[src/jsu_pkg.sv]
`timescale 1ns / 1ps
// ----------------------------------------------------------------------------
// jsu_pkg: shared types and helpers for the JSON string unescaper
// Result kinds, error codes, escape and hex decoding, the result bundle.
// ----------------------------------------------------------------------------
package jsu_pkg;

   localparam int JSU_FIFO_DEPTH = 4;

   typedef enum logic [1:0] {
      KIND_DATA  = 2'd0,
      KIND_DONE  = 2'd1,
      KIND_ERROR = 2'd2
   } kind_type;

   typedef enum logic [2:0] {
      ERR_NO_QUOTE = 3'd0,
      ERR_CONTROL  = 3'd1,
      ERR_ESCAPE   = 3'd2,
      ERR_TRUNC_U  = 3'd3,
      ERR_HEX      = 3'd4,
      ERR_UNTERM   = 3'd5
   } err_type;

   // closing result of one input byte, after its data bytes
   typedef enum logic [1:0] {
      TAIL_NONE  = 2'd0,
      TAIL_DONE  = 2'd1,
      TAIL_ERROR = 2'd2
   } tail_type;

   // all results caused by one input byte
   typedef struct packed {
      logic [1:0]      data_n;
      logic [2:0][7:0] data;
      tail_type        tail;
      err_type         err;
   } bundle_type;

   localparam logic [7:0] CH_QUOTE = 8'h22;
   localparam logic [7:0] CH_BSLASH = 8'h5C;
   localparam logic [7:0] CH_SLASH = 8'h2F;
   localparam logic [7:0] CH_U = 8'h75;
   localparam logic [7:0] CTRL_LIMIT = 8'h20;

   // {valid, value} of one hex digit
   function automatic logic [4:0] hex_digit(input logic [7:0] c);
      logic [4:0] r;
      r = 5'd0;
      if (c >= 8'h30 && c <= 8'h39) r = {1'b1, c[3:0]};
      else if ((c >= 8'h61 && c <= 8'h66) || (c >= 8'h41 && c <= 8'h46))
         r = {1'b1, c[3:0] + 4'd9};
      return r;
   endfunction

   // {valid, byte} of a single-character escape
   function automatic logic [8:0] esc_map(input logic [7:0] c);
      logic [8:0] r;
      r = 9'd0;
      unique case (c)
         CH_QUOTE, CH_BSLASH, CH_SLASH: r = {1'b1, c};
         8'h62:   r = {1'b1, 8'h08};
         8'h66:   r = {1'b1, 8'h0C};
         8'h6E:   r = {1'b1, 8'h0A};
         8'h72:   r = {1'b1, 8'h0D};
         8'h74:   r = {1'b1, 8'h09};
         default: r = 9'd0;
      endcase
      return r;
   endfunction

endpackage

[src/jsu_req_if.sv]
`timescale 1ns / 1ps
// ----------------------------------------------------------------------------
// jsu_req_if: input byte channel
// One text byte per beat, with its first-byte flag and remaining count.
// ----------------------------------------------------------------------------
interface jsu_req_if;
   logic       valid;
   logic       ready;
   logic [7:0] text_byte;
   logic       first_byte;
   logic [2:0] bytes_after;

   modport source (output valid, output text_byte, output first_byte,
                   output bytes_after, input ready);
   modport sink (input valid, input text_byte, input first_byte,
                 input bytes_after, output ready);
endinterface

[src/jsu_rsp_if.sv]
`timescale 1ns / 1ps
// ----------------------------------------------------------------------------
// jsu_rsp_if: result channel
// One decoded byte, completion or error per beat.
// ----------------------------------------------------------------------------
interface jsu_rsp_if;
   logic       valid;
   logic       ready;
   logic [1:0] kind;
   logic [7:0] out_byte;
   logic [2:0] error_code;
   logic       last_result;

   modport source (output valid, output kind, output out_byte,
                   output error_code, output last_result, input ready);
   modport sink (input valid, input kind, input out_byte,
                 input error_code, input last_result, output ready);
endinterface

[src/json_string_unescape.sv]
`timescale 1ns / 1ps
// ----------------------------------------------------------------------------
// json_string_unescape: JSON string body to UTF-8 bytes
// Decodes escapes and \u sequences, one text byte per beat, and ends each
// string with a done or error result.
// ----------------------------------------------------------------------------
// The block takes one text byte per cycle unless the queue is full: the
// byte is decoded in the cycle it is accepted, and all results it causes
// (up to three data bytes, then an optional done or error) are written as
// one bundle into a FIFO_DEPTH-entry result queue. While rsp ready is high
// the result side spends one cycle per result, so a byte that yields N
// results holds the queue head until all N are taken; plain text gives one
// result per byte and streams at one byte per cycle; the three-byte UTF-8
// forms of \u escapes are absorbed by the queue. req ready drops only when
// the queue is full. Bytes that cause no result (idle bytes, the backslash,
// the 'u' and the hex digits before the last one) never occupy the queue.
// ----------------------------------------------------------------------------
module json_string_unescape
   import jsu_pkg::*;
#(
   parameter int FIFO_DEPTH = JSU_FIFO_DEPTH
) (
   input  logic      clock,
   input  logic      reset,
   jsu_req_if.sink   req_bus,
   jsu_rsp_if.source rsp_bus
);

   localparam int PTR_W = (FIFO_DEPTH > 1) ? $clog2(FIFO_DEPTH) : 1;
   localparam int CNT_W = $clog2(FIFO_DEPTH + 1);

   typedef enum logic [2:0] {
      PH_IDLE = 3'd0,
      PH_BODY = 3'd1,
      PH_ESC  = 3'd2,
      PH_HEX0 = 3'd3,
      PH_HEX1 = 3'd4,
      PH_HEX2 = 3'd5,
      PH_HEX3 = 3'd6
   } phase_type;

   // decoder state: where we are in the string and the hex digits so far
   phase_type   phase_ff, phase_in;
   logic [11:0] cp_ff, cp_in;

   // result queue, one bundle per input byte that has results
   bundle_type             mem_ff [FIFO_DEPTH];
   logic [PTR_W-1:0]       wr_ptr_ff, wr_ptr_in;
   logic [PTR_W-1:0]       rd_ptr_ff, rd_ptr_in;
   logic [CNT_W-1:0]       count_ff, count_in;
   logic [1:0]             sub_ff, sub_in;

   bundle_type  bundle;
   logic        req_fire;
   logic        push;
   logic        pop;
   logic        end_of_text;
   logic        short_u;
   logic [4:0]  hex;
   logic [8:0]  esc;
   logic [15:0] cp16;
   logic [7:0]  c;

   bundle_type  head;
   logic [2:0]  head_total;
   logic        head_last;

   assign req_bus.ready = (count_ff != CNT_W'(FIFO_DEPTH));
   assign req_fire      = req_bus.valid & req_bus.ready;

   assign c           = req_bus.text_byte;
   assign end_of_text = (req_bus.bytes_after == 3'd0);
   // only bytes_after counts 0..3 are short
   assign short_u     = (req_bus.bytes_after < 3'd4);
   assign hex         = hex_digit(c);
   assign esc         = esc_map(c);
   assign cp16        = {cp_ff, hex[3:0]};

   // Decode the offered byte against the current phase. Results land in
   // bundle; the next phase and digit accumulator in phase_in / cp_in.
   always_comb begin
      bundle      = '0;
      bundle.tail = TAIL_NONE;
      bundle.err  = ERR_NO_QUOTE;
      phase_in    = phase_ff;
      cp_in       = cp_ff;

      if (req_bus.first_byte) begin
         // restart: drop any open string
         if (c != CH_QUOTE) begin
            bundle.tail = TAIL_ERROR;
            bundle.err  = ERR_NO_QUOTE;
            phase_in    = PH_IDLE;
         end else begin
            phase_in = PH_BODY;
            if (end_of_text) begin
               bundle.tail = TAIL_ERROR;
               bundle.err  = ERR_UNTERM;
               phase_in    = PH_IDLE;
            end
         end
      end else begin
         unique case (phase_ff)
            PH_BODY: begin
               priority if (c == 8'h00) begin
                  // NUL ends the text
                  bundle.tail = TAIL_ERROR;
                  bundle.err  = ERR_UNTERM;
                  phase_in    = PH_IDLE;
               end else if (c == CH_QUOTE) begin
                  bundle.tail = TAIL_DONE;
                  phase_in    = PH_IDLE;
               end else if (c < CTRL_LIMIT) begin
                  bundle.tail = TAIL_ERROR;
                  bundle.err  = ERR_CONTROL;
                  phase_in    = PH_IDLE;
               end else if (c == CH_BSLASH) begin
                  if (end_of_text) begin
                     bundle.tail = TAIL_ERROR;
                     bundle.err  = ERR_ESCAPE;
                     phase_in    = PH_IDLE;
                  end else begin
                     phase_in = PH_ESC;
                  end
               end else begin
                  bundle.data_n  = 2'd1;
                  bundle.data[0] = c;
                  if (end_of_text) begin
                     bundle.tail = TAIL_ERROR;
                     bundle.err  = ERR_UNTERM;
                     phase_in    = PH_IDLE;
                  end
               end
            end
            PH_ESC: begin
               priority if (esc[8]) begin
                  bundle.data_n  = 2'd1;
                  bundle.data[0] = esc[7:0];
                  phase_in       = PH_BODY;
                  if (end_of_text) begin
                     bundle.tail = TAIL_ERROR;
                     bundle.err  = ERR_UNTERM;
                     phase_in    = PH_IDLE;
                  end
               end else if (c == CH_U) begin
                  if (short_u) begin
                     bundle.tail = TAIL_ERROR;
                     bundle.err  = ERR_TRUNC_U;
                     phase_in    = PH_IDLE;
                  end else begin
                     cp_in    = '0;
                     phase_in = PH_HEX0;
                  end
               end else begin
                  bundle.tail = TAIL_ERROR;
                  bundle.err  = ERR_ESCAPE;
                  phase_in    = PH_IDLE;
               end
            end
            PH_HEX0, PH_HEX1, PH_HEX2: begin
               if (!hex[4]) begin
                  bundle.tail = TAIL_ERROR;
                  bundle.err  = ERR_HEX;
                  phase_in    = PH_IDLE;
               end else begin
                  cp_in    = cp16[11:0];
                  phase_in = phase_type'(phase_ff + 3'd1);
               end
            end
            PH_HEX3: begin
               if (!hex[4]) begin
                  bundle.tail = TAIL_ERROR;
                  bundle.err  = ERR_HEX;
                  phase_in    = PH_IDLE;
               end else begin
                  // encode the code point as UTF-8, surrogates unpaired
                  priority if (cp16 <= 16'h007F) begin
                     bundle.data_n  = 2'd1;
                     bundle.data[0] = cp16[7:0];
                  end else if (cp16 <= 16'h07FF) begin
                     bundle.data_n  = 2'd2;
                     bundle.data[0] = 8'hC0 | {3'b000, cp16[10:6]};
                     bundle.data[1] = 8'h80 | {2'b00, cp16[5:0]};
                  end else begin
                     bundle.data_n  = 2'd3;
                     bundle.data[0] = 8'hE0 | {4'b0000, cp16[15:12]};
                     bundle.data[1] = 8'h80 | {2'b00, cp16[11:6]};
                     bundle.data[2] = 8'h80 | {2'b00, cp16[5:0]};
                  end
                  phase_in = PH_BODY;
                  if (end_of_text) begin
                     bundle.tail = TAIL_ERROR;
                     bundle.err  = ERR_UNTERM;
                     phase_in    = PH_IDLE;
                  end
               end
            end
            default: begin
               // idle, and the unreachable phase code: ignore the byte
               phase_in = PH_IDLE;
            end
         endcase
      end
   end

   // queue only bytes that produce at least one result
   assign push = req_fire && ((bundle.data_n != 2'd0) || (bundle.tail != TAIL_NONE));

   // present the queue head one result per beat
   assign head       = mem_ff[rd_ptr_ff];
   assign head_total = {1'b0, head.data_n} + ((head.tail != TAIL_NONE) ? 3'd1 : 3'd0);
   assign head_last  = (({1'b0, sub_ff} + 3'd1) == head_total);

   assign rsp_bus.valid = (count_ff != '0);
   assign pop           = rsp_bus.valid & rsp_bus.ready & head_last;

   always_comb begin
      if ({1'b0, sub_ff} < {1'b0, head.data_n}) begin
         rsp_bus.kind       = KIND_DATA;
         rsp_bus.out_byte   = head.data[sub_ff];
         rsp_bus.error_code = 3'd0;
      end else if (head.tail == TAIL_DONE) begin
         rsp_bus.kind       = KIND_DONE;
         rsp_bus.out_byte   = 8'd0;
         rsp_bus.error_code = 3'd0;
      end else begin
         rsp_bus.kind       = KIND_ERROR;
         rsp_bus.out_byte   = 8'd0;
         rsp_bus.error_code = head.err;
      end
   end
   assign rsp_bus.last_result = head_last;

   // pointer, count and sub-result bookkeeping
   always_comb begin
      wr_ptr_in = wr_ptr_ff;
      rd_ptr_in = rd_ptr_ff;
      sub_in    = sub_ff;
      count_in  = count_ff;
      if (push) begin
         wr_ptr_in = (wr_ptr_ff == PTR_W'(FIFO_DEPTH - 1)) ? '0 : wr_ptr_ff + 1'b1;
      end
      if (rsp_bus.valid && rsp_bus.ready) begin
         if (head_last) begin
            rd_ptr_in = (rd_ptr_ff == PTR_W'(FIFO_DEPTH - 1)) ? '0 : rd_ptr_ff + 1'b1;
            sub_in    = 2'd0;
         end else begin
            sub_in = sub_ff + 2'd1;
         end
      end
      if (push && !pop) count_in = count_ff + 1'b1;
      else if (pop && !push) count_in = count_ff - 1'b1;
   end

   always_ff @(posedge clock) begin
      if (reset) begin
         phase_ff  <= PH_IDLE;
         cp_ff     <= '0;
         wr_ptr_ff <= '0;
         rd_ptr_ff <= '0;
         count_ff  <= '0;
         sub_ff    <= 2'd0;
      end else begin
         if (req_fire) begin
            phase_ff <= phase_in;
            cp_ff    <= cp_in;
         end
         wr_ptr_ff <= wr_ptr_in;
         rd_ptr_ff <= rd_ptr_in;
         count_ff  <= count_in;
         sub_ff    <= sub_in;
      end
   end

   // queue storage: write the bundle of the accepted byte
   always_ff @(posedge clock) begin
      if (push) begin
         mem_ff[wr_ptr_ff] <= bundle;
      end
   end

endmodule
[src/flat_wrapper.sv]
// flat-port wrapper written by rule: the top's interface ports become plain ports
module json_string_unescape_flat import jsu_pkg::*;
#(
   parameter int FIFO_DEPTH = JSU_FIFO_DEPTH
)
  (clock, reset, req_bus_valid, req_bus_text_byte, req_bus_first_byte, req_bus_bytes_after, req_bus_ready, rsp_bus_valid, rsp_bus_kind, rsp_bus_out_byte, rsp_bus_error_code, rsp_bus_last_result, rsp_bus_ready);
  jsu_req_if req_bus_i ();
  jsu_rsp_if rsp_bus_i ();
  input  logic clock;
  input  logic reset;
  input wire logic [$bits(req_bus_i.valid)-1:0] req_bus_valid;
  input wire logic [$bits(req_bus_i.text_byte)-1:0] req_bus_text_byte;
  input wire logic [$bits(req_bus_i.first_byte)-1:0] req_bus_first_byte;
  input wire logic [$bits(req_bus_i.bytes_after)-1:0] req_bus_bytes_after;
  output wire logic [$bits(req_bus_i.ready)-1:0] req_bus_ready;
  output wire logic [$bits(rsp_bus_i.valid)-1:0] rsp_bus_valid;
  output wire logic [$bits(rsp_bus_i.kind)-1:0] rsp_bus_kind;
  output wire logic [$bits(rsp_bus_i.out_byte)-1:0] rsp_bus_out_byte;
  output wire logic [$bits(rsp_bus_i.error_code)-1:0] rsp_bus_error_code;
  output wire logic [$bits(rsp_bus_i.last_result)-1:0] rsp_bus_last_result;
  input wire logic [$bits(rsp_bus_i.ready)-1:0] rsp_bus_ready;
  assign req_bus_i.valid = req_bus_valid;
  assign req_bus_i.text_byte = req_bus_text_byte;
  assign req_bus_i.first_byte = req_bus_first_byte;
  assign req_bus_i.bytes_after = req_bus_bytes_after;
  assign req_bus_ready = req_bus_i.ready;
  assign rsp_bus_valid = rsp_bus_i.valid;
  assign rsp_bus_kind = rsp_bus_i.kind;
  assign rsp_bus_out_byte = rsp_bus_i.out_byte;
  assign rsp_bus_error_code = rsp_bus_i.error_code;
  assign rsp_bus_last_result = rsp_bus_i.last_result;
  assign rsp_bus_i.ready = rsp_bus_ready;
  json_string_unescape #(.FIFO_DEPTH(FIFO_DEPTH)) u_core (.clock(clock), .reset(reset), .req_bus(req_bus_i), .rsp_bus(rsp_bus_i));
endmodule
[config.mk]
export PLATFORM = sky130hd
export DESIGN_NAME = json_string_unescape_flat
export DESIGN_NICKNAME = d
export VERILOG_FILES = /design/src/jsu_pkg.sv /design/src/jsu_req_if.sv /design/src/jsu_rsp_if.sv /design/src/json_string_unescape.sv /design/src/flat_wrapper.sv
export SDC_FILE = /design/constraint.sdc
export NUM_CORES = 1
export LEC_CHECK = 0
export BUFFER_PORTS_ARGS = -buffer_cell sky130_fd_sc_hd__buf_2
export CAP_MARGIN = 20
export CORE_MARGIN = 2
export CORE_UTILIZATION = 60
export CTS_CLUSTER_DIAMETER = 100
export DETAILED_ROUTE_END_ITERATION = 8
export PLACE_DENSITY = 0.78
export SLEW_MARGIN = 10
export SYNTH_ARGS = -nofsm -noshare
export SYNTH_HDL_FRONTEND = slang
export SYNTH_SLANG_ARGS = --single-unit
[constraint.sdc]
create_clock -name clock -period 10.4 [get_ports clock]
set_input_delay 1.56 -clock clock [delete_from_list [all_inputs] [get_ports clock]]
set_output_delay 1.56 -clock clock [all_outputs]
set_load 0.005 [all_outputs]
Word level (Yosys, flattened, before mapping). Memories as Yosys holds them, arrays and structs flattened. A register that Yosys moved wholly into a read port is not among the register bits. Index checks and enable logic that the tools add are counted.

Equality and inequality tests: 26. $add $sub $neg: 9. Bitwise operators: 4. Magnitude comparators: 12. Multiplexer cells: 76. Reduce and logical (&&, ||, !) cells: 24.

Operators by type and width (count): 8-bit 2-to-1 mux (9); 5-bit 2-to-1 mux (14); 8-bit by 7-bit equality test with 1-bit output, second input constant (7); 9-bit one-hot mux with 6 select lines (1); 26-bit 2-to-1 mux (2); 12-bit 2-to-1 mux (4); 3-bit 2-to-1 mux (15); 16-bit 2-to-1 mux (2); 2-bit 2-to-1 mux (15); 12-bit one-hot mux with 2 select lines (1); 8-bit one-hot mux with 3 select lines (1); 5-bit one-hot mux with 4 select lines (1); 8-bit binary-select mux with 2-bit select (1); 8-bit by 6-bit equality test with 1-bit output, second input constant (2); 8-bit by 7-bit >= comparator with 1-bit output, second input constant (2); 16-bit by 11-bit less-or-equal comparator with 1-bit output, second input constant (1); 16-bit by 7-bit less-or-equal comparator with 1-bit output, second input constant (1); 8-bit by 7-bit less-or-equal comparator with 1-bit output, second input constant (2); 14-bit 2-to-1 mux (1); 3-bit one-hot mux with 4 select lines (1); 2-bit nonzero test (5); 3-bit equality test, second input constant (3); 8-bit by 6-bit >= comparator with 1-bit output, second input constant (1); 8-bit by 6-bit less-or-equal comparator with 1-bit output, second input constant (1); other kinds (33) (58).

Bits of input ports: 16. Memories kept: 1. Flip-flop bits (word level): 24. Output and inout bits: 16. Logic and storage cells: 158. Memory bits (writable): 124.

Memories: u_core.mem_ff (depth 4, bits a word 31, read ports 1, clocked after Yosys merged registers in 1, wr ports 1, RTL line json_string_unescape.sv:47) `bundle_type mem_ff [FIFO_DEPTH];`.

Logic depth before layout (Yosys ltp). Gate-level depths: netlist of the first run.

Depth after elaboration: 18. Mapped depth: 15. Mapped depth without buffers: 14.

Least setup slack after synthesis of the first run. OpenSTA, ideal clock, no wires.

Path kind: in2reg. Start: in req_bus_text_byte[1]. End: reg u_core.count_ff[2]. Cell stages on the path: 14. Path slack: 5.782 ns. Buffers on the path: 0. Arrival: 4.547 ns. Data required time: 10.329 ns. Setup time: 0.071 ns. Cell sequence: inv_1 -> ha_1 -> or4b_4 -> o2111ai_1 -> nand3_1 -> o22ai_1 -> a22oi_4 -> a41oi_4 -> ha_1 -> inv_1 -> fa_1 -> xor2_1 -> or3_1 -> a21oi_1.

Cells in the longest elaborated chain, start to end: 17. Elaborated cells on any way between the ends: 59. Classes of those cells: 1 x add/sub; 9 x order compare; 10 x eq/ne; 25 x mux; 14 x reduce/logical.

Ends and longest elaborated chain: start, declared (RTL line flat_wrapper.sv:12) `input wire logic [$bits(req_bus_i.text_byte)-1:0] req_bus_text_byte;`; 8-bit by 7-bit >= comparator with 1-bit output / 8-bit by 7-bit less-or-equal comparator with 1-bit output (equally long branches) (RTL line jsu_pkg.sv:51) `else if ((c >= 8'h61 && c <= 8'h66) || (c >= 8'h41 && c <= 8'h46))`; 1-bit logical AND (RTL line jsu_pkg.sv:51); 1-bit logical OR (RTL line jsu_pkg.sv:51); 5-bit 2-to-1 mux (RTL line jsu_pkg.sv:51); 5-bit 2-to-1 mux (RTL line jsu_pkg.sv:50) `if (c >= 8'h30 && c <= 8'h39) r = {1'b1, c[3:0]};`; 16-bit by 11-bit less-or-equal comparator with 1-bit output (RTL line json_string_unescape.sv:180) `end else if (cp16 <= 16'h07FF) begin`; 1-bit 2-to-1 mux (RTL line json_string_unescape.sv:180); 2-bit 2-to-1 mux (RTL line json_string_unescape.sv:177) `priority if (cp16 <= 16'h007F) begin`; [... 2 more ...]; 26-bit 2-to-1 mux (RTL line json_string_unescape.sv:88) `if (req_bus.first_byte) begin`; 2-bit nonzero test (RTL line json_string_unescape.sv:207) `assign push = req_fire && ((bundle.data_n != 2'd0) || (bundle.tail != TAIL_NONE));`; 1-bit logical OR * (RTL line json_string_unescape.sv:207); 1-bit logical AND * (RTL line json_string_unescape.sv:207); named net u_core.push (RTL line json_string_unescape.sv:55) `logic push;`; 1-bit zero test (RTL line json_string_unescape.sv:252) `else if (pop && !push) count_in = count_ff - 1'b1;`; 1-bit logical AND (RTL line json_string_unescape.sv:252); 2-bit nonzero test (no line); end signal, assigned (RTL line json_string_unescape.sv:270) `count_ff <= count_in;`; end, declared (RTL line json_string_unescape.sv:50) `logic [CNT_W-1:0] count_ff, count_in;`.

Mark *: on every way through the listed nets, which the timed path passes. The rest lies on a longest branch. A chain may end at the register's enable or synchronous reset.

==> impl_metrics.json, run 1 <==
{
  "status": "finished clean",
  "antenna_left": 0,
  "synth.area.top_cells": "edfxtp_1 (49%), mux4_2 (9.2%), dfxtp_1 (7.4%), ha_1 (3.2%), nor2_1 (2.4%)",
  "synth-xor-area-share": 0.00866,
  "cts_setup_buffers": 0,
  "critPathKind": "reg -> out",
  "clk_latency_ns": 0.41,
  "antenna_found_initial": 0,
  "rsz0062_at_grt": "false",
  "syn2layout_area_growth_pct": 12.5,
  "synth_cell_types": 72,
  "synth_common_cells": "edfxtp_1 (116), nor2_1 (45), mux4_2 (29)",
  "vias": 4589,
  "finalCritPeriodShare": 0.474,
  "place_congestion": 0.913,
  "yosysTopAreaCell": "edfxtp_1",
  "cp_top_family": "flip-flops",
  "routedWlPerCell_um": 21.6,
  "cp_num_buf_inv": 2,
  "die_h_um": 113,
  "cts_root_buf": "clkbuf_16",
  "grt_max_degree": 30,
  "synth.most_common_cell": "edfxtp_1",
  "cpMostUsedCell": "ha_1",
  "setup_violations": 0,
  "hold_path.class": "reg -> reg",
  "finalWirelength_mm": 15.5,
  "grt_first_pass_wirelength_mm": 24.7,
  "io_pins": 32,
  "synth_enable_flop_cells": 116,
  "crit_arrival_ns": 3.37,
  "post_cts_resized": 0,
  "syn_inst": 529,
  "p_leak_nw": 2.81,
  "clock_skew_ns": 0.00969,
  "cts.sinks": 142,
  "tightestPinTransition_ns": 0.826,
  "drt_iter0_drc": 522,
  "fin_setup_tns_ns": 0,
  "rrSetupSlack_ns": 6.09,
  "synth_top_family_by_area": "simple AND/OR/NAND/NOR gates",
  "synth.area.mux_share": 0.109,
  "cts_buffer_depth": 2,
  "cts_hold_buf": 0,
  "cts_buffers": 17,
  "grt_pass1_vias": 4546,
  "start_util": 0.617,
  "clkTransAtPathRegs_ns": 0.06,
  "die_w_um": 113,
  "synth_area_mm2": 0.00708,
  "synth-compound-area-share": 0.117,
  "postSynthAreaPerCell_um2": 13.4,
  "dr.pass1.iters": 7,
  "grt-ovfl-total": 0,
  "synth_nets": 564,
  "finalHoldViolations": 0,
  "crit_required_ns": 8.84,
  "grtUsageTotal": 0.257,
  "pre_cts_ws_ns": 5.22,
  "stdcell_area_mm2": 0.00796,
  "endpoint_kind": "primary output",
  "total_power_mw": 1.65,
  "nets": 596,
  "ys_warn_count": 0,
  "critPathMaxStageDelay_ns": 0.68,
  "cp_max_fo": 16,
  "slew_viol_final": 0,
  "irDropWorstVdd_uv": 129,
  "synth.ff_latch_count": 142,
  "layout-drive-gt1-share": 0.221,
  "viasPerCell": 6.40,
  "place_area_mm2": 0.00731,
  "ys.flop_type": "edfxtp_1",
  "num_antenna_cells": 0,
  "yosys.area.top_type_share": 0.492,
  "drc": 0,
  "relSlewSlack": 0.449,
  "cts_tree": "built",
  "core-area_mm2": 0.0115,
  "synth-simple-area-share": 0.130,
  "rows": 39,
  "dieArea_mm2": 0.0127,
  "p_per_area_mw_per_mm2": 207,
  "start_kind": "register",
  "drv_cap": 0,
  "yosysSeqAreaShare": 0.566,
  "max_freq_ghz": 0.203,
  "htree_num_levels": 4,
  "path_cells": "buf_16 -> mux4_2 -> or2_2 -> ha_1 -> ha_1 -> xor2_1 -> nor3_1 -> buf_2",
  "worst_slack_ns": 5.47,
  "synthAdderAreaFrac": 0.0346,
  "dp_hpwl_mm": 9.90,
  "slowest_stage": "dfxtp_2",
  "min_period_ns": 4.93,
  "port_buffers": 31,
  "ys_async_sr_fraction": 0
}
## registers in the layout, summed over array words and instances, names as in the netlist, named ones only
name and flops:
u_core.rd_ptr_ff 2, u_core.count_ff 3, u_core.sub_ff 2, u_core.wr_ptr_ff 2
u_core.mem_ff 116, u_core.cp_ff 12, u_core.phase_ff 3
## worst register-to-register path, cell delays in order (launching register included)
cell	delay, ns
dfxtp_2	0.68
buf_16	0.25
mux4_2	0.53
or2_2	0.31
ha_1	0.20
ha_1	0.30
xor2_1	0.16
nor3_1	0.10
and3_1	0.20
inv_1	0.13
ha_1	0.20
inv_1	0.07
fa_1	0.43
xor2_1	0.19
or3_1	0.34
a21oi_1	0.16
## stage by stage
| step | hold slack, ns | instances | utilization |
|---|---|---|---|
| 6_report | 0.514 | 717 | 0.694 |
| 5_1_grt | 0.548 | 717 | 0.694 |
| 4_1_cts | 0.518 | 716 | 0.692 |
| 3_5_place_dp | 0.505 | 684 | 0.638 |
| 3_3_place_gp | 0.477 | 683 | 0.637 |
| 2_1_floorplan | 0.466 | 529 | - |
## metal layers
metal	up-vias	routed length (um)	GRT usage
met1	2280	6480	0.353
met2	200	7870	0.426
li1	2091	-	-
met5	-	0	0
met4	0	198	0.0789
met3	18	943	0.0459
## logic make-up (layout without fill, tap and decap cells)
group	Yosys count	count (layout)
AOI/OAI and AO/OA	104	104
xor gates and xnor gates	7	7
adders and majority gates	19	19
buffers and inverters	53	98
DFF	142	142
muxes	40	40
and+or+nand+nor	164	164
## final cells by class
type                            instances  area, um^2
Clock buffer                           18         429
Tap cell                              143         179
Multi-Input combinational cell        334        2820
Sequential cell                       142        4010
Clock inverter                         14         191
Fill cell                             748        3510
Inverter                               27         101
Timing Repair Buffer                   39         233
## cell usage in the layout (no fill, tap or decap), types with 3 or more instances in the layout
| cell type | Yosys | routed |
|---|---|---|
| mux4_2 | 29 | 29 |
| inv_1 | 27 | 27 |
| nor3_1 | 12 | 12 |
| o22ai_1 | 8 | 8 |
| nor4_1 | 6 | 6 |
| a22oi_1 | 11 | 11 |
| nor2_1 | 45 | 45 |
| and2_1 | 16 | 16 |
| bufinv_16 | 0 | 4 |
| dfxtp_1 | 26 | 25 |
| nand2b_1 | 10 | 10 |
| o21ai_0 | 17 | 17 |
| buf_2 | 7 | 32 |
| buf_4 | 0 | 6 |
| edfxtp_1 | 116 | 116 |
| or3_1 | 5 | 5 |
| a21oi_1 | 25 | 25 |
| clkinvlp_4 | 0 | 3 |
| nand2_1 | 28 | 28 |
| xnor2_1 | 3 | 3 |
| a221o_1 | 6 | 6 |
| o21a_1 | 3 | 3 |
| ha_1 | 18 | 18 |
| nor3b_1 | 3 | 3 |
| a31oi_1 | 3 | 3 |
| xor2_1 | 4 | 4 |
| and3_1 | 5 | 5 |
| nor2b_1 | 7 | 7 |
| nand3_1 | 9 | 9 |
| mux2i_1 | 10 | 10 |
| clkbuf_16 | 0 | 17 |
## power breakdown
| group | total, mW | leakage (nW) | internal, mW | switching, mW |
|---|---|---|---|---|
| logic | 0.329 | 1.21 | 0.161 | 0.168 |
| clock network | 0.631 | 0.294 | 0.401 | 0.229 |
| registers | 0.689 | 1.31 | 0.649 | 0.0404 |
| total | 1.65 | 2.81 | 1.21 | 0.438 |
## final timing paths
| kind | startpoint | cells past startpoint | end |
|---|---|---|---|
| worst max-delay path | register | 8 | rsp_bus_last_result |
| worst min-delay path | u_core.wr_ptr_ff[1] | 2 | u_core.wr_ptr_ff[1] |
| worst max register to register | register | 15 | u_core.count_ff[2] |
| worst min register to register | u_core.wr_ptr_ff[1] | 2 | u_core.wr_ptr_ff[1] |
No activity file was read; power rests on OpenSTA's default activity.
==> run 2, diff against run 1 <==
CORE_UTILIZATION = 56   (was 60)
PLACE_DENSITY = 0.76   (was 0.78)
clock period = 4 ns   (was 10.4 ns; I/O delays follow)
==> impl_metrics.json, run 2 (same netlist as run 1, synthesis figures left out) <==
{
  "status": "finished clean",
  "dr.pass1.iters": 5,
  "min_period_ns": 3.74,
  "clock_skew_ns": 0.00895,
  "antenna_found_initial": 0,
  "p_per_area_mw_per_mm2": 531,
  "core-area_mm2": 0.0125,
  "htree_num_levels": 4,
  "rsz0062_at_grt": "false",
  "viasPerCell": 6.13,
  "io_pins": 32,
  "place_congestion": 0.899,
  "crit_arrival_ns": 4.08,
  "irDropWorstVdd_uv": 333,
  "worst_slack_ns": 0.259,
  "stdcell_area_mm2": 0.00809,
  "grt_max_degree": 30,
  "drt_iter0_drc": 629,
  "routedWlPerCell_um": 20.5,
  "largest_register_ffs": 116,
  "total_power_mw": 4.29,
  "layout-drive-gt1-share": 0.242,
  "start_kind": "register",
  "clkTransAtPathRegs_ns": 0.06,
  "critPathKind": "reg -> reg",
  "finalHoldViolations": 0,
  "crit_required_ns": 4.34,
  "setup_violations": 0,
  "vias": 4645,
  "hold_start": "u_core.count_ff[2]",
  "largest_register": "u_core.mem_ff",
  "clk_latency_ns": 0.41,
  "drv_cap": 0,
  "nets": 608,
  "port_buffers": 31,
  "tightestPinTransition_ns": 0.778,
  "grt-ovfl-total": 0,
  "dieArea_mm2": 0.0136,
  "endpoint_kind": "register",
  "cts_buffer_depth": 2,
  "cts_buffers": 17,
  "stdcell_count": 758,
  "drc": 0,
  "cts.sinks": 142,
  "num_antenna_cells": 0,
  "grtUsageTotal": 0.243,
  "final_cell_mix": "edfxtp_1 (116), nor2_1 (45), buf_2 (31), mux4_2 (29), nand2_1 (28)",
  "dp_hpwl_mm": 10.1,
  "finalWirelength_mm": 15.5,
  "finalCritPeriodShare": 0.935,
  "pre_cts_ws_ns": -0.00642,
  "die_w_um": 116,
  "rows": 41,
  "max_freq_ghz": 0.267,
  "cts_hold_buf": 0,
  "cp_max_fo": 4,
  "die_h_um": 116,
  "cts_root_buf": "clkbuf_16",
  "layout_commonest_cell": "edfxtp_1",
  "grt_first_pass_wirelength_mm": 24.5,
  "slew_viol_final": 0,
  "syn2layout_area_growth_pct": 14.3,
  "place_area_mm2": 0.00745,
  "p_leak_nw": 2.88,
  "largest_registers": "u_core.mem_ff (116), u_core.cp_ff (12)",
  "cts_tree": "built",
  "hold_path.class": "reg -> reg",
  "antenna_left": 0,
  "relSlewSlack": 0.476,
  "grt_pass1_vias": 4479,
  "placed_cells": 726,
  "start_util": 0.568
}
[run 2: layout make-up]
type,instances,area (um^2)
clock inverters,14,180
multi-input cells,334,2830
fillers,889,4380
repair buffers,51,309
clock buffers,18,450
well taps,172,215
inverters,27,101
flip-flops and latches,142,4010
[run 2: per-layer routing]
layer | vias up | global-route usage | share of wire
met1 | 2293 | 0.328 | 0.42
met4 | 0 | 0.0817 | 0.016
li1 | 2124 | - | -
met5 | - | 0 | 0
met3 | 26 | 0.0436 | 0.061
met2 | 202 | 0.403 | 0.50
[run 2: through the flow]
step                      hold WS (ns)   util  setup TNS, ns
after global placement           0.484  0.598              0
after detailed placement         0.502  0.598       -0.00642
after CTS                        0.519  0.648              0
after global routing             0.560  0.649              0
final                            0.519  0.649              0
after floorplan                  0.466      -              0
[run 2: critical path, stage by stage (launching register included)]
cell and delay (ns):
dfxtp_2 0.39, mux4_2 0.52, or2_2 0.31, ha_1 0.21
ha_1 0.30, xor2_1 0.19, nor3_2 0.09, and3_1 0.19
inv_1 0.13, ha_1 0.21, inv_1 0.08, fa_1 0.43
xor2_1 0.17, or3_1 0.31, a21oi_1 0.14
[run 2: repair_timing]
item,4_1_cts,5_1_grt
endpoints found under the setup margin,0,1
gates resized for setup,0,2
buffers inserted,0,0
[run 2: power by group]
part	switching [mW]	total, mW	internal (mW)
logic	0.490	0.925	0.435
registers	0.0489	1.74	1.69
clock network	0.603	1.63	1.03
total	1.14	4.29	3.15
[run 2: path summary, 6_finish.rpt]
check | depth (start not counted) | endpoint | slack [ns]
worst max-delay path | 14 | u_core.count_ff[2] | 0.26
worst min-delay path | 2 | u_core.count_ff[2] | 0.52
worst max register to register | 14 | u_core.count_ff[2] | 0.26
worst min register to register | 2 | u_core.count_ff[2] | 0.52
